`config.mk`:
```
export PLATFORM = sky130hd
export DESIGN_NAME = rks_seq
export DESIGN_NICKNAME = d
export VERILOG_FILES = /design/src/rtl/rks_pkg.sv /design/src/rtl/rks_seq.sv
export SDC_FILE = /design/constraint.sdc
export NUM_CORES = 1
export LEC_CHECK = 0
export BUFFER_PORTS_ARGS = -buffer_cell sky130_fd_sc_hd__buf_2
export CELL_PAD_IN_SITES_DETAIL_PLACEMENT = 1
export CELL_PAD_IN_SITES_GLOBAL_PLACEMENT = 2
export CORE_ASPECT_RATIO = 0.9
export CORE_MARGIN = 5
export CORE_UTILIZATION = 33
export DETAILED_ROUTE_END_ITERATION = 7
export PLACE_DENSITY = 0.78
export SYNTH_ARGS = -nofsm -noshare
export SYNTH_HDL_FRONTEND = slang
export SYNTH_SLANG_ARGS = --single-unit
```
`constraint.sdc`:
```
create_clock -name aclk -period 2.4 [get_ports aclk]
set_clock_uncertainty 0.05 [all_clocks]
set_input_delay 0.48 -clock aclk [delete_from_list [all_inputs] [get_ports aclk]]
set_output_delay 0.48 -clock aclk [all_outputs]
set_load 0.02 [all_outputs]
```
`src/rtl/rks_pkg.sv`:
```
// ----------------------------------------------------------------------------
// rks_pkg: shared types and constants of the keystream block unit
// Request kinds, sequencer states, the sequencer-to-datapath control bundle.
// ----------------------------------------------------------------------------
`default_nettype none

package rks_pkg;

    localparam int BLOCK_BITS_DEF = 63;
    localparam int ROUNDS_DEF     = 2;

    // fixed field widths on the ports
    localparam int ACTION_W = 2;
    localparam int LAYER_W  = 2;
    localparam int ROW_W    = 6;
    localparam int WORD_W   = 63;

    typedef enum logic [ACTION_W-1:0] {
        ACT_LOAD_ROW   = 2'd0,
        ACT_LOAD_CONST = 2'd1,
        ACT_GENERATE   = 2'd2
    } action_t;

    typedef enum logic [1:0] {
        ST_IDLE,
        ST_RUN,
        ST_DRAIN,
        ST_FIN
    } seq_state_t;

    typedef struct packed {
        logic start;       // load key into the state
        logic data_valid;  // matrix row present on the RAM output
        logic last_row;    // that row closes its layer
        logic last_layer;  // that layer is the final affine layer
    } ctrl_t;

endpackage

`default_nettype wire

```
`src/rtl/rks_seq.sv`:
```
// ----------------------------------------------------------------------------
// rks_seq: block generation sequencer
// Walks the matrix RAM one row per cycle over all affine layers, fetches each
// layer's constant, and tells the datapath when row data is valid.
// ----------------------------------------------------------------------------
`default_nettype none

module rks_seq #(
    parameter int BLOCK_BITS = rks_pkg::BLOCK_BITS_DEF,
    parameter int ROUNDS     = rks_pkg::ROUNDS_DEF
) (
    input  wire logic                                   aclk,
    input  wire logic                                   aresetn,
    input  wire logic                                   start,
    input  wire logic                                   out_free,
    output logic                                        idle,
    output logic                                        out_load,
    output logic                                        mat_rd_en,
    output logic [$clog2((ROUNDS+1)*BLOCK_BITS)-1:0]    mat_rd_addr,
    output logic                                        const_rd_en,
    output logic [$clog2(ROUNDS+1)-1:0]                 const_rd_addr,
    output rks_pkg::ctrl_t                              ctrl
);

    localparam int LAYERS = ROUNDS + 1;
    localparam int MAT_AW = $clog2(LAYERS * BLOCK_BITS);
    localparam int RW     = $clog2(BLOCK_BITS);
    localparam int LW     = $clog2(LAYERS);

    rks_pkg::seq_state_t state_reg, state_next;

    logic [RW-1:0]     row_reg, row_next;
    logic [LW-1:0]     layer_reg, layer_next;
    logic [MAT_AW-1:0] addr_reg, addr_next;
    logic              dv_reg, lr_reg, ll_reg;
    logic              issue, row_end, layer_end;

    assign row_end   = (row_reg == RW'(BLOCK_BITS - 1));
    assign layer_end = (layer_reg == LW'(LAYERS - 1));

    // next state
    always_comb begin
        state_next = state_reg;
        unique case (state_reg)
            rks_pkg::ST_IDLE: begin
                if (start) state_next = rks_pkg::ST_RUN;
            end
            rks_pkg::ST_RUN: begin
                if (row_end && layer_end) state_next = rks_pkg::ST_DRAIN;
            end
            rks_pkg::ST_DRAIN: begin
                state_next = rks_pkg::ST_FIN;
            end
            rks_pkg::ST_FIN: begin
                if (out_free) state_next = rks_pkg::ST_IDLE;
            end
            default: state_next = rks_pkg::ST_IDLE;
        endcase
    end

    // outputs
    always_comb begin
        idle     = 1'b0;
        issue    = 1'b0;
        out_load = 1'b0;
        unique case (state_reg)
            rks_pkg::ST_IDLE:  idle = 1'b1;
            rks_pkg::ST_RUN:   issue = 1'b1;
            rks_pkg::ST_DRAIN: ;
            rks_pkg::ST_FIN:   out_load = out_free;
            default: ;
        endcase
    end

    // address walk: rows of one layer, then the next layer
    always_comb begin
        row_next   = row_reg;
        layer_next = layer_reg;
        addr_next  = addr_reg;
        if (!issue) begin
            row_next   = '0;
            layer_next = '0;
            addr_next  = '0;
        end else begin
            addr_next = addr_reg + MAT_AW'(1);
            if (row_end) begin
                row_next   = '0;
                layer_next = layer_reg + LW'(1);
            end else begin
                row_next = row_reg + RW'(1);
            end
        end
    end

    always_ff @(posedge aclk) begin
        if (!aresetn) begin
            state_reg <= rks_pkg::ST_IDLE;
            row_reg   <= '0;
            layer_reg <= '0;
            addr_reg  <= '0;
            dv_reg    <= 1'b0;
            lr_reg    <= 1'b0;
            ll_reg    <= 1'b0;
        end else begin
            state_reg <= state_next;
            row_reg   <= row_next;
            layer_reg <= layer_next;
            addr_reg  <= addr_next;
            dv_reg    <= issue;
            lr_reg    <= row_end;
            ll_reg    <= layer_end;
        end
    end

    assign mat_rd_en     = issue;
    assign mat_rd_addr   = addr_reg;
    // constant is fetched with row 0; it holds on the RAM output for the layer
    assign const_rd_en   = issue && (row_reg == '0);
    assign const_rd_addr = layer_reg;

    assign ctrl.start      = idle && start;
    assign ctrl.data_valid = dv_reg;
    assign ctrl.last_row   = lr_reg;
    assign ctrl.last_layer = ll_reg;

endmodule

`default_nettype wire

```
Yosys cells after proc, flatten, opt, wreduce, memory -nomap -nowiden
Index checks and enable logic that the tools add are counted.
{"block": "op_classes", "bitwise": 2, "n_addsub": 3, "mux": 7, "reduce_logical": 8, "n_eq_ne": 8}
{"operator": "$add 8x1->8 const B", "n": 1}
{"operator": "$pmux 2 s4", "n": 1}
{"operator": "$add 6x1->6 const B", "n": 1}
{"operator": "$eq 2x2->1 const B", "n": 3}
{"operator": "$eq 6x6->1 const B", "n": 1}
{"operator": "$logic_not 6->1", "n": 1}
{"operator": "$mux 2", "n": 3}
{"operator": "$ne 2x2->1 const B", "n": 3}
{"operator": "$logic_and 1x1->1", "n": 3}
{"operator": "$mux 1", "n": 3}
{"operator": "$reduce_and 3->1", "n": 1}
{"operator": "$reduce_or 3->1", "n": 1}
{"operator": "$add 2x1->2 const B", "n": 1}
{"operator": "$eq 2x1->1 const B", "n": 1}
{"operator": "$logic_not 2->1", "n": 1}
{"operator": "$not 1->1", "n": 2}
{"operator": "$reduce_and 2->1", "n": 1}
{"block": "word_totals", "in_bits": 4, "out_inout_bits": 18, "elab_cells": 35, "regBits": 21}

Logic depth before layout (Yosys ltp)
{"block": "logic_depth", "depth_word": 4, "ltp_mapped": 6, "depth_no_buf": 6}

Worst setup path before layout
No wires, ideal clock.
{"block": "synth_path", "path_type": "register -> output", "from": "register row_reg[0]", "to": "output port const_rd_en", "arrival_ps": 1314, "path_stages_with_launch": 5, "path_slack_ps": 556, "path_buffers": 0, "required_time_ps": 1870, "path_cell_list": "dfxtp_1 > inv_1 > ha_1 > or4b_1 > nor3b_2"}
{"block": "synth_between", "elab_chain_len": 2}
{"element": "from (decl)", "line_no": "rks_seq.sv:32", "text": "logic [RW-1:0] row_reg, row_next;"}
{"element": "from (signal assigned)", "line_no": "rks_seq.sv:106", "text": "row_reg <= row_next;"}
{"element": "$logic_not 6->1", "line_no": "rks_seq.sv:118", "text": "assign const_rd_en = issue && (row_reg == '0);"}
{"element": "$logic_and 1x1->1", "line_no": "rks_seq.sv:118"}
{"element": "to (decl)", "line_no": "rks_seq.sv:20", "text": "output logic const_rd_en,"}
Every way passes these cells.

Final worst setup path
Same ends and word-level chain as after synthesis.

==> run summary <==
Layout fillers = 341
global route total overflow = 0
outcome = completed
Place WS = 0.510 ns
simple-gate share of the synthesized area = 0.206
CTS clock-pin slew for the worst setup and hold paths = 0.12 ns
RSZ-0062 raised after global routing = no
CTS root buf = clkbuf_4
fmax = 454 MHz
die area = 4070 µm²
Critical Path AT = 1.67 ns
mean post-synth cell area = 9.26 µm²
maximum VDD drop = 0.349 mV
RR Endpoint = row_reg[5]$_SDFF_PP0_
row count = 18
CP max FO = 4
Inserted Diodes = 0
Tot GR Track Use = 0.110
clk_lat worst skew = 0.30 ns
# DRC = 0
post-synthesis sequential area ratio = 0.441
TritonRoute pass-1 iters = 4
nets = 140
Finished Core Util = 0.402
relative slew slack = 0.688
Core Box Area = 2770 µm²
FF-to-FF Start = state_reg[1]$_SDFFE_PN0P_
gpl congestion = 0.739
area of the mapped netlist = 953 µm²
top cells by area, synth = dfxtp_1 44%, ha_1 13%, nor2_1 6.3%
share of the synthesized area in the top cell type = 0.441
Final period util = 0.918
initial core utilization = 0.344
setup slack, reg-to-reg = 0.66 ns
DIE WIDTH = 66.7 µm
drt wl/cell = 12.0 µm
end point of the critical path = const_rd_en
CP Launch Type = register
Hold Path Class = in2reg
Crit Path Category = reg2out
Ys Warns = 0
Final Routed Wirelength = 1.98 mm
Finished Layout Cells = 165
final hold vios = 0
Clock Path Buffers = 2
CTS Buf Count = 3
initial antenna violation count = 0
CP required = 1.87 ns
minimum clock period = 2.20 ns
complex-gate fraction of the synthesized area = 0.0577
DRT iter0 DRCs = 20
commonest non-fill, non-tap cells in the layout = 21 x dfxtp_1, 21 x buf_2, 16 x nor2_1, 10 x inv_1, 10 x ha_1
Post-Syn Nets = 117
Setup Fix Bufs, Post-CTS = 0
max-slew violations = 0
die height = 61.0 µm
Logic pwr share = 0.355
Final TNS setup = 0 ns
Sequential Power Share = 0.456
Post-CTS Hold Fix Bufs = 0
area delta synth->final = 16.7%
main combinational cell family by area after synthesis = simple AND/OR/NAND/NOR gates
P_sw = 0.338 mW
Lkg Pwr = 0.498 nW
Final ANT Viol Nets = 0
area leader, netlist = dfxtp_1
mux share of post-synthesis cell area = 0
critical path endpoint category = output pin
setup ws final = 0.196 ns
post-DP HPWL = 1.60 mm
Cells after Synth = 103
pin count of the biggest net entering global routing = 12
Post-DP Area = 1090 µm²
Clock power frac = 0.189
Crit. Startpoint = row_reg[0]$_SDFF_PP0_
vias in the first global route = 738
Finished Cell Area = 1110 µm²
CTS tree = done
PwrDens = 813 nW/µm²
Largest register FFs = 8
overall power = 0.904 mW
final setup vio count = 0
switching share of power = 0.374
post-synthesis xor/xnor area fraction = 0.101
Vias = 717
# H-tree levels = 1
port bufs = 21
flops & latches, synth = 21
first-pass GRT wire length = 3.29 mm
adder-cell share of the synthesized area = 0.131
Cell variety after synth = 24
post_cts resized = 0
Post-Place Cells = 161
DR vias/cell = 4.35
worst-margin pin slew = 0.465 ns
total of max-cap violations = 0
I/O pin total = 22
CTS Sinks = 21
R2R depth = 6
Min Hold Slack = 0.377 ns
Internal Pwr Total = 0.565 mW
share of layout cells above drive strength 1 = 0.208
## cells by family (layout without fill, tap and decap cells)
| kind of cell | after synthesis | count (layout) |
|---|---|---|
| AO/OA/AOI/OAI | 9 | 9 |
| XOR/XNOR | 11 | 11 |
| adder cells (fa/ha/maj) | 10 | 10 |
| buffers and inverters | 13 | 35 |
| flip-flops | 21 | 21 |
| AND/OR/NAND/NOR | 39 | 39 |
## worst min-delay path by stage
stage | from | endpoint | slack, ns | depth (start not counted)
3_5_place_dp | row_reg[0]$_SDFF_PP0_ | row_reg[0]$_SDFF_PP0_ | 0.42 | 1
4_1_cts | aresetn | ll_reg$_SDFF_PN0_ | 0.37 | 2
5_1_grt | aresetn | ll_reg$_SDFF_PN0_ | 0.37 | 2
6_report | aresetn | ll_reg$_SDFF_PN0_ | 0.38 | 2
2_1_floorplan | row_reg[0]$_SDFF_PP0_ | row_reg[0]$_SDFF_PP0_ | 0.38 | 1
3_3_place_gp | mat_rd_addr[0]$_SDFF_PP0_ | mat_rd_addr[0]$_SDFF_PP0_ | 0.38 | 1
## area by class of cell
type                       instances  area, µm²  area share
sequential                        21        420       0.378
inverter                          10       37.5      0.0337
tap                               40       50.0      0.0450
timing repair buffer              21        105      0.0945
multi-input combinational         69        473       0.425
clock buffer                       4       26.3      0.0236
## routing by layer
layer	routed length, µm	vias to the layer above	GRT usage
met5	0	-	0
met4	19	0	0.0348
met3	130	2	0.0426
met2	888	16	0.185
met1	942	320	0.129
li1	-	379	-
## synthesized netlist by cell type (all sizes together)
cell type and n:
o22ai 1, and3 3, nor2 17, dfxtp 21
nor3b 1, or4b 1, o21ai 3, buf 3
a211oi 1, o22a 1, nor3 2, xnor2 5
o21a 1, ha 10, nand2 2, and2 3
nand4 1, inv 10, xor2 6, nor4 1
nand3 8, a21oi 2
## critical path, stage by stage, from the launching register on
cell,delay (ns)
dfxtp_1,0.35
inv_1,0.08
ha_1,0.14
or4b_1,0.45
nor3b_2,0.18
buf_2,0.18
## power groups by stage
stage	combinational, mW	clock, mW	sequential (mW)
after floorplan	0.236	0	0.422
after global placement	0.322	0	0.419
after detailed placement	0.326	0	0.423
after CTS	0.327	0.177	0.414
after global routing	0.361	0.197	0.421
final	0.321	0.171	0.412
Note: power is estimated with default switching activity, not from simulation.
