## config.mk

```make
export PLATFORM = sky130hd
export DESIGN_NAME = rks_layer
export DESIGN_NICKNAME = d
export VERILOG_FILES = /design/src/rtl/rks_pkg.sv /design/src/rtl/rks_layer.sv
export SDC_FILE = /design/constraint.sdc
export NUM_CORES = 1
export LEC_CHECK = 0
export BUFFER_PORTS_ARGS = -buffer_cell sky130_fd_sc_hd__buf_4
export CAP_MARGIN = 20
export CORE_MARGIN = 10
export CORE_UTILIZATION = 45
export DETAILED_ROUTE_END_ITERATION = 8
export PLACE_DENSITY = 0.8
export SETUP_SLACK_MARGIN = 0.3
export SYNTH_ARGS = -nofsm -noshare
export SYNTH_HDL_FRONTEND = slang
export SYNTH_SLANG_ARGS = --single-unit
```

## constraint.sdc

```tcl
create_clock -name aclk -period 4.6 [get_ports aclk]
set_input_delay 0.23 -clock aclk [delete_from_list [all_inputs] [get_ports aclk]]
set_output_delay 0.23 -clock aclk [all_outputs]
set_load 0.02 [all_outputs]
```

## src/rtl/rks_pkg.sv

```systemverilog
// ----------------------------------------------------------------------------
// rks_pkg: shared types and constants of the keystream block unit
// Request kinds, sequencer states, the sequencer-to-datapath control bundle.
// ----------------------------------------------------------------------------
`default_nettype none

package rks_pkg;

    localparam int BLOCK_BITS_DEF = 63;
    localparam int ROUNDS_DEF     = 2;

    // fixed field widths on the ports
    localparam int ACTION_W = 2;
    localparam int LAYER_W  = 2;
    localparam int ROW_W    = 6;
    localparam int WORD_W   = 63;

    typedef enum logic [ACTION_W-1:0] {
        ACT_LOAD_ROW   = 2'd0,
        ACT_LOAD_CONST = 2'd1,
        ACT_GENERATE   = 2'd2
    } action_t;

    typedef enum logic [1:0] {
        ST_IDLE,
        ST_RUN,
        ST_DRAIN,
        ST_FIN
    } seq_state_t;

    typedef struct packed {
        logic start;       // load key into the state
        logic data_valid;  // matrix row present on the RAM output
        logic last_row;    // that row closes its layer
        logic last_layer;  // that layer is the final affine layer
    } ctrl_t;

endpackage

`default_nettype wire

```

## src/rtl/rks_layer.sv

```systemverilog
// ----------------------------------------------------------------------------
// rks_layer: GF(2) affine layer and chi datapath
// One row parity per cycle into a shift register; at the end of each layer
// the constant is added and chi or the key feed-forward is applied.
// ----------------------------------------------------------------------------
`default_nettype none

module rks_layer #(
    parameter int BLOCK_BITS = rks_pkg::BLOCK_BITS_DEF
) (
    input  wire logic                  aclk,
    input  wire logic                  aresetn,
    input  wire rks_pkg::ctrl_t        ctrl,
    input  wire logic [BLOCK_BITS-1:0] row_data,
    input  wire logic [BLOCK_BITS-1:0] const_data,
    input  wire logic [BLOCK_BITS-1:0] key,
    output logic      [BLOCK_BITS-1:0] state
);

    logic [BLOCK_BITS-1:0] x_reg, x_next;
    logic [BLOCK_BITS-1:0] y_reg, y_full, affine, chi_out;
    logic                  par;

    assign par    = ^(row_data & x_reg);
    // row r ends up in bit r after BLOCK_BITS shifts
    assign y_full = {par, y_reg[BLOCK_BITS-1:1]};
    assign affine = y_full ^ const_data;

    for (genvar j = 0; j < BLOCK_BITS; j++) begin : g_chi
        assign chi_out[j] = affine[j] ^
            (~affine[(j + 1) % BLOCK_BITS] & affine[(j + 2) % BLOCK_BITS]);
    end

    always_comb begin
        x_next = x_reg;
        if (ctrl.start) begin
            x_next = key;
        end else if (ctrl.data_valid && ctrl.last_row) begin
            x_next = ctrl.last_layer ? (affine ^ key) : chi_out;
        end
    end

    always_ff @(posedge aclk) begin
        if (!aresetn) begin
            x_reg <= '0;
        end else begin
            x_reg <= x_next;
        end
    end

    always_ff @(posedge aclk) begin
        if (ctrl.data_valid) begin
            y_reg <= y_full;
        end
    end

    assign state = x_reg;

endmodule

`default_nettype wire

```

### Word-level counts from Yosys, hierarchy flattened

Index checks and enable logic that the tools add are counted.

* output and inout port bits: 63
* input bits: 195
* RAM bits: 0
* word-level logic and storage cells: 200
* flip-flop bits (word level): 126
* ROM bits: 0
* memories: 0
* latch bits: 0

* multiply operators: 0
* muxes and demuxes: 3
* $add $sub $neg: 0
* divide/modulo/power cells: 0
* reduce and logical (&&, ||, !) cells: 3
* bitwise gates (word level): 192
* equal/unequal tests: 0
* shifts and indexed selects: 0
* order comparisons: 0

Operators with widths (number)
* $mux 63: 3
* $xor 63x63->63: 2
* $and 1x1->1: 63
* $and 63x63->63: 1
* $not 1->1: 63
* $reduce_xor 63->1: 1
* $xor 1x1->1: 63
* $reduce_bool 2->1: 1
* $logic_and 1x1->1: 1

### Logic depth before layout (Yosys ltp)

Gate-level depths: netlist of the first run.

* word-level depth: 9
* depth in mapped cells: 9
* depth with buffers taken out: 9

### Worst setup path before layout of the first run

No wires, ideal clock.

* path type: flip-flop to flip-flop
* start point: register x_reg[4] (netlist: state[4])
* end point: register x_reg[60] (netlist: state[60])
* setup slack: 1543 ps
* setup time: 116 ps
* cell stages (with the launch flop): 10
* buffers on the path: 0
* period minus slack after synthesis: 3057 ps
* required time: 4484 ps
* arrival time: 2941 ps
* path through: dfxtp_1 nand2_1 xnor3_1 xnor3_1 xnor3_1 xnor3_1 xnor3_2 xor2_1 or3_1 a41o_1

* longest elaborated chain between the ends: 8

Ends and longest elaborated chain
* from (decl): line rks_layer.sv:20 `logic [BLOCK_BITS-1:0] x_reg, x_next;`
* from (signal assigned): line rks_layer.sv:47 `x_reg <= x_next;`
* $and 63x63->63: line rks_layer.sv:24 `assign par = ^(row_data & x_reg);`
* $reduce_xor 63->1: line rks_layer.sv:24
* $xor 63x63->63: line rks_layer.sv:27 `assign affine = y_full ^ const_data;`
* $and 1x1->1: line rks_layer.sv:31 `(~affine[(j + 1) % BLOCK_BITS] & affine[(j + 2) % BLOCK_BITS]);`
* $xor 1x1->1: line rks_layer.sv:30 `assign chi_out[j] = affine[j] ^`
* $mux 63: line rks_layer.sv:39 `x_next = ctrl.last_layer ? (affine ^ key) : chi_out;`
* $mux 63: line rks_layer.sv:38 `end else if (ctrl.data_valid && ctrl.last_row) begin`
* $mux 63: line rks_layer.sv:36 `if (ctrl.start) begin`

Every way passes these cells. The select of a mux whose other input is x is not followed.
A chain may end at the register's enable or synchronous reset.

### Final worst setup path of the first run

* start point: register x_reg[47] (netlist: state[47])
* end point: register x_reg[60] (netlist: state[60])

Same word-level chain as after synthesis.

==> metrics.md, run 1 <==
| Metric | Value |
|---|---|
| Post-DP HPWL | `approximately 18 mm` |
| WL/cell | `19.2 µm` |
| Async SR Flop Fraction | `0%` |
| Crit end category | `flop` |
| Vias per std cell | `5.20` |
| DRC violations left | `0` |
| P_leak | `4.08 nW` |
| Max Slew Vio Count | `0` |
| Dpl ws | `1.43 ns` |
| Sw Share | `27.9%` |
| Vias | `6649` |
| Worst reg2reg endpoint | `state[60]` |
| Core area | `16500 µm²` |
| First-pass GRT wire length | `36.8 mm` |
| Number of fillers in the final layout | `1408` |
| Internal Power | `0.00286 W` |
| Setup Buffers After CTS | `0` |
| Post-route setup slack | `1.39 ns` |
| Critical path required time | `4.91 ns` |
| Vias in the first global route | `6507` |
| Cell variety after synth | `27` |
| Outcome | `completed` |
| Syn_nets | `1010` |
| Share of the clock period used by the worst path after layout | `69.8%` |
| Die width | `149 µm` |
| Largest net degree at the start of global routing | `103` |
| Critical path class | `reg -> reg` |
| Worst setup startpoint | `state[47]` |
| CTS buffer count | `17` |
| Post-layout min period | `3.21 ns` |
| Synth warnings | `0` |
| Post-Synthesis Cells | `~820` |
| Reg clk slew, reported paths | `roughly 0.060 ns` |
| Final non-filler cell total | `1279` |
| GRT overflow | `0` |
| Most common cell in the synthesized netlist | `xor2_1` |
| Clock Path Buffers | `2` |
| CTS Hold Bufs | `0` |
| Clk sinks | `roughly 130` |
| Total power | `0.00396 W` |
| Final hold viol count | `0` |
| Hold/Removal Path Class | `in -> reg` |
| Post-synth top cells | `xor2_1, a21oi_1, nand2_1, dfxtp_1, nor2_1` |
| Synthesized area per cell | `9.21 µm²` |
| CTS resizes | `0` |
| RSZ-0062 raised after global routing | `false` |
| Max_slew headroom | `approximately 33%` |
| Worst r2r src | `state[47]` |
| Max-cap violations | `0` |
| Port bufs | `between 200 and 300` |
| Crit path DAT | `3.52 ns` |
| Setup violations, final | `0` |
| Net Switching | `between 0.001 and 0.0015 W` |
| Synth Cell Area | `around 7500 µm²` |
| Clock power share | `between 30% and 40%` |
| Seq/Total Area, Yosys | `around two fifths` |
| Slew @ Worst Pin | `around 1 ns` |
| PD cells | `about 390 nW/µm²` |
| Setup_tns | `0 ns` |
| Worst setup SP type | `flop` |
| H-Tree Depth | `4` |
| Clock skew | `0.00916 ns` |
| Chip height | `149 µm` |
| Primary FF master, synth | `dfxtp_1` |
| Initial Utilization | `between 40% and 50%` |
| # nets final | `1241` |
| Reg power frac | `~34%` |
| Routability cong. | `0.868` |
| WL final | `between 20 and 25 mm` |
| Final ANT Viol Nets | `0` |
| P&R area growth vs syn | `36.4%` |
| Num ports | `258` |
| DR pass1 iterations | `5` |
| Reg2reg setup slack | `1.39 ns` |
| EDFF count, synth | `62` |
| Synth top area cells | `edfxtp_1, dfxtp_1, xor2_1` |
| Synthesis-stage register bit count | `125` |
| Crit path to | `state[60]` |
| FP Rows | `47` |
| Diodes inserted | `0` |
| Tot GR Track Use | `21.3%` |
| Comb power frac | `a little over a quarter` |
| F_max | `0.312 GHz` |
| Worst VDD drop | `between 0.2 and 0.3 mV` |
| Root Buffer | `clkbuf_16` |
| Share of layout cells above drive strength 1 | `28.1%` |
| Crit path max fanout | `4` |
| Largest register FFs | `63` |
| Initial antenna violation count | `0` |
| Placed Cells | `~1200` |
| Post-synth top area share | `24.8%` |
| Clock tree from TritonCTS | `built` |
| Iter 0 DRT Violations | `approximately 380` |
| Clock Latency Late Sink | `0.42 ns` |
| Area leader, netlist | `edfxtp_1` |
| Die area | `approximately 22000 µm²` |
| R2R depth | `9` |
worst min-delay path by stage:
stage | endpoint | slack [ns] | from | cells after the start
floorplan | y_reg[10] | 0.34 | ctrl[2] | 0
global placement | y_reg[21] | 0.45 | y_reg[22] | 0
finish | state[62] | 0.07 | key[62] | 2
detailed placement | y_reg[55] | 0.45 | y_reg[56] | 0
global route | state[62] | 0.06 | key[62] | 2
CTS | state[62] | 0.05 | key[62] | 2
cells by family (layout without fill, tap and decap cells):
group	Yosys count	after routing	share of synthesized area, %
simple gates	261	261	18.1
compound gates	196	196	15.3
xor+xnor	183	183	22.5
flops	125	125	41.6
buf+inv	50	294	2.50
layout make-up:
type / instances / area (µm²) / area share (%)
Multi-Input combinational cell: 640 / 4200 / 41.0
Tap cell: 220 / 275 / 2.69
Sequential cell: 125 / 3120 / 30.5
Inverter: 1 / 3.75 / 0.0367
Timing Repair Buffer: 261 / 1960 / 19.1
Clock inverter: 14 / 240 / 2.35
Clock buffer: 18 / 439 / 4.29
critical path, cell delays in order (launching register included):
cell and delay (ns):
dfxtp_1 0.36, nand2_1 0.07, xnor3_1 0.45, xnor3_1 0.42, xnor3_1 0.20, xnor3_1 0.41, xnor3_2 0.45, xor2_1 0.19
or3_1 0.35, a41o_1 0.21
layer usage:
metal / GRT usage, % / part of all wire [%] / up-vias
met5: 0 / 0 / -
met4: 10.5 / 3.7 / 0
met3: 5.55 / 7.0 / 48
met2: 34.6 / 49 / 237
met1: 25.8 / 40 / 3062
li1: - / - / 3302
metrics by stage:
step	cell area (µm²)	util [%]	hold slack (ns)
floorplan	7500	-	0.342
global placement	9560	58.0	0.452
detailed placement	9560	58.0	0.454
CTS	10200	62.2	0.0537
global route	10200	62.2	0.0623
finish	10200	62.2	0.0714
power by group through the flow:
stage | combinational [W] | clock [W] | sequential [W]
after floorplan | 0.000677 | 0 | 0.00139
after global placement | 0.00105 | 0 | 0.00136
after detailed placement | 0.00106 | 0 | 0.00136
after CTS | 0.00107 | 0.00158 | 0.00134
after global routing | 0.00117 | 0.00162 | 0.00135
final | 0.00106 | 0.00156 | 0.00134
layout by cell type (no fill, tap or decap), types with 2 or more instances in the layout:
cell type,n
xnor2_1,48
clkinvlp_4,2
bufinv_16,6
edfxtp_1,62
xnor3_1,4
nor3b_1,54
nand2_1,73
xor2_1,129
clkbuf_16,17
nor3_1,5
nor2_1,63
a21oi_1,124
dfxtp_1,63
clkinv_4,3
o21ai_0,7
clkinv_2,2
buf_4,261
a211oi_1,60
nor2b_1,62
No activity file was read; power rests on OpenSTA's default activity.
==> run 2, diff against run 1 <==
--- a/config.mk
+++ b/config.mk
@@ -5,12 +5,13 @@
 export SDC_FILE = /design/constraint.sdc
 export NUM_CORES = 1
 export LEC_CHECK = 0
+export ABC_AREA = 1
 export BUFFER_PORTS_ARGS = -buffer_cell sky130_fd_sc_hd__buf_4
 export CAP_MARGIN = 20
 export CORE_MARGIN = 10
 export CORE_UTILIZATION = 45
 export DETAILED_ROUTE_END_ITERATION = 8
-export PLACE_DENSITY = 0.8
+export PLACE_DENSITY = 0.79
 export SETUP_SLACK_MARGIN = 0.3
 export SYNTH_ARGS = -nofsm -noshare
 export SYNTH_HDL_FRONTEND = slang
==> constraint.sdc (replaced) <==
create_clock -name aclk -period 3.2 [get_ports aclk]
set_input_delay 0.16 -clock aclk [delete_from_list [all_inputs] [get_ports aclk]]
set_output_delay 0.16 -clock aclk [all_outputs]
set_load 0.02 [all_outputs]
==> run 2 against run 1 <==
Clock power rose by 17%. Register-to-register slack got worse by 0.27 ns. Critical path depth rose by 12. Synthesized cell count rose by 44%. First-iteration DRC count rose by 5.2%. Non-clock buffer count rose by 5. Clock skew barely moved. Synthesized area rose by 8.0%. Core utilization fell by 1.6 points. Worst setup slack got worse by 0.27 ns. Critical path type unchanged.
==> metrics.md, run 2 <==
| Metric | Value |
|---|---|
| F_max | `0.482 GHz` |
| Final hold viol count | `0` |
| Synthesized area per cell | `6.90 µm²` |
| Worst VDD drop | `0.362 mV` |
| Clock tree from TritonCTS | `built` |
| Synth top area cells | `nand2_1, edfxtp_1, dfxtp_1` |
| Chip height | `154 µm` |
| Synth Cell Area | `just over 8000 µm²` |
| Vias | `8397` |
| Share of the clock period used by the worst path after layout | `about 65%` |
| Max_slew headroom | `34.6%` |
| Clock Path Buffers | `2` |
| RSZ-0062 raised after global routing | `false` |
| WL/cell | `15.5 µm` |
| Async SR Flop Fraction | `0%` |
| Largest register FFs | `63` |
| Share of layout cells above drive strength 1 | `24.5%` |
| Reg2reg setup slack | `between 1 and 1.5 ns` |
| Area leader, netlist | `nand2_1` |
| PD cells | `467 nW/µm²` |
| Post-DP HPWL | `19.7 mm` |
| Synthesis-stage register bit count | `125` |
| Clk sinks | `125` |
| Clock power share | `36.0%` |
| Syn_nets | `1369` |
| Routability cong. | `0.841` |
| Most common cell after layout, fill and taps aside | `nand2_1` |
| Comb power frac | `26.4%` |
| R2R depth | `21` |
| Hold_sp | `key[33]` |
| CTS buffer count | `17` |
| Clock Latency Late Sink | `0.41 ns` |
| Slew @ Worst Pin | `0.979 ns` |
| Setup Buffers After CTS | `0` |
| Worst reg2reg endpoint | `state[61]` |
| Tot GR Track Use | `21.2%` |
| FP Rows | `49` |
| Max-cap violations | `0` |
| # nets final | `1616` |
| Most common cell in the synthesized netlist | `nand2_1` |
| Reg power frac | `between 30% and 40%` |
| First-pass GRT wire length | `roughly 42 mm` |
| DR pass1 iterations | `5` |
| Reg clk slew, reported paths | `roughly 0.060 ns` |
| Hold path endpoint | `state[33]` |
| P_leak | `5.23 nW` |
| Die width | `154 µm` |
| DRC violations left | `0` |
| H-Tree Depth | `4` |
| Hold/Removal Path Class | `in -> reg` |
| Sw Share | `between 30% and 40%` |
| Port bufs | `about 260` |
| Post-synth top area share | `about a quarter` |
| Num ports | `258` |
| Vias in the first global route | `8227` |
| Worst r2r src | `state[23]` |
| Post-synth top cells | `nand2_1, nand3_1, inv_1, dfxtp_1, xnor2_1` |
| P&R area growth vs syn | `33.2%` |
| Setup_tns | `0 ns` |
| Critical path required time | `3.46 ns` |
| Commonest non-fill, non-tap cells in the layout | `nand2_1, buf_4, nand3_1` |
| Internal Power | `around 0.0034 W` |
| Post-layout min period | `between 2 and 2.5 ns` |
| Seq/Total Area, Yosys | `38.5%` |
| Die area | `approximately 24000 µm²` |
| Initial antenna violation count | `0` |
| Outcome | `completed` |
| Vias per std cell | `roughly 5.0` |
| Crit end category | `flop` |
| CTS resizes | `0` |
| Finished Core Util | `60.5%` |
| Root Buffer | `clkbuf_16` |
| Cell variety after synth | `22` |
| GRT overflow | `0` |
| Crit path max fanout | `4` |
| Core area | `17800 µm²` |
| Crit path DAT | `2.33 ns` |
| EDFF count, synth | `62` |
| Final ANT Viol Nets | `0` |
| Setup violations, final | `0` |
| Worst setup SP type | `flop` |
| Clock skew | `between 0.008 and 0.009 ns` |
| Synth warnings | `0` |
| Iter 0 DRT Violations | `about 400` |
| WL final | `25.8 mm` |
| Initial Utilization | `a little under half` |
| Max Slew Vio Count | `0` |
| Primary FF master, synth | `dfxtp_1` |
| Net Switching | `0.00161 W` |
| Largest net degree at the start of global routing | `66` |
| Critical path class | `reg -> reg` |
| Diodes inserted | `0` |
| CTS Hold Bufs | `0` |
| Post-Synthesis Cells | `1174` |
| Hold path depth | `3` |
[run 2: cell types whose count changed after synthesis, sizes merged, moves of 6 or more]
| cell | change |
|---|---|
| xor2 | -69 |
| clkbuf | -8 |
| nor2b | -62 |
| nor2 | -45 |
| nand2 | +485 |
| nor3b | -54 |
| nand3 | +81 |
| inv | +101 |
| a21oi | -92 |
| a211oi | -60 |
| nor3 | +25 |
| a31oi | +60 |
| xnor3 | -6 |
| xnor2 | +15 |
[run 2: power by group through the flow]
stage	Sequential (W)	Combinational [W]	Clock, W
global route	0.00191	0.00148	0.00193
CTS	0.00190	0.00133	0.00185
finish	0.00190	0.00133	0.00182
floorplan	0.00197	0.000769	0
global placement	0.00192	0.00130	0
detailed placement	0.00193	0.00133	0
[run 2: logic make-up (layout without fill, tap and decap cells)]
kind of cell	Yosys count	count (layout)	synth area share, %
compound gates	98	98	7.09
simple gates	688	688	34.5
xor+xnor	123	123	13.3
flops	125	125	38.5
buf+inv	140	400	6.55
[run 2: layout make-up]
cell class	count	area, µm²
Timing Repair Buffer	266	2000
Multi-Input combinational cell	909	4460
Clock buffer	18	429
Fill cell	1604	7040
Inverter	102	383
Tap cell	229	287
Sequential cell	125	3120
Clock inverter	14	121
[run 2: how the worst max path moves through the flow]
| stage | end | depth (start not counted) | from | slack, ns |
|---|---|---|---|---|
| after floorplan | state[60] | 21 | state[41] | 1.34 |
| after global placement | state[25] | 5 | ctrl[3] | 1.15 |
| after detailed placement | state[30] | 5 | ctrl[3] | 1.11 |
| after CTS | state[61] | 21 | state[23] | 1.11 |
| after global routing | state[61] | 21 | state[18] | 0.80 |
| final | state[61] | 21 | state[23] | 1.13 |
[run 2: through the flow]
stage | std cells | total power [W] | hold WS, ns | cell area, µm² | worst slack [ns]
floorplan | 1174 | 0.00274 | 0.272 | 8110 | 1.34
global placement | 1631 | 0.00322 | 0.455 | 10200 | 1.15
detailed placement | 1631 | 0.00326 | 0.460 | 10200 | 1.11
CTS | 1663 | 0.00508 | 0.0175 | 10800 | 1.11
global route | 1663 | 0.00532 | 0.0204 | 10800 | 0.802
finish | 1663 | 0.00504 | 0.0363 | 10800 | 1.13
[run 2: metal layers]
layer  GRT usage, %  vias up  share of wire [%]
li1               -     4261                  -
met1           25.1     3815                 42
met2           37.1      297                 49
met3           5.71       24                7.3
met4           5.67        0                1.5
met5              0        -                  0
[run 2: worst max-delay path, cell delays in order, from the launching register on]
cell	delay, ns
dfxtp_1	0.40
nand2_1	0.07
nand3_1	0.07
nand2_1	0.12
inv_2	0.07
nand2_1	0.04
nand2_1	0.11
nand2_1	0.06
nand2_1	0.07
inv_1	0.04
nand2_1	0.05
nand2_1	0.09
nand2_1	0.08
nand2_1	0.07
nand2_2	0.09
nand2_2	0.08
nand2_2	0.08
nand3_2	0.07
nand2_1	0.07
nand2_1	0.05
nand3_1	0.06
a21oi_1	0.07
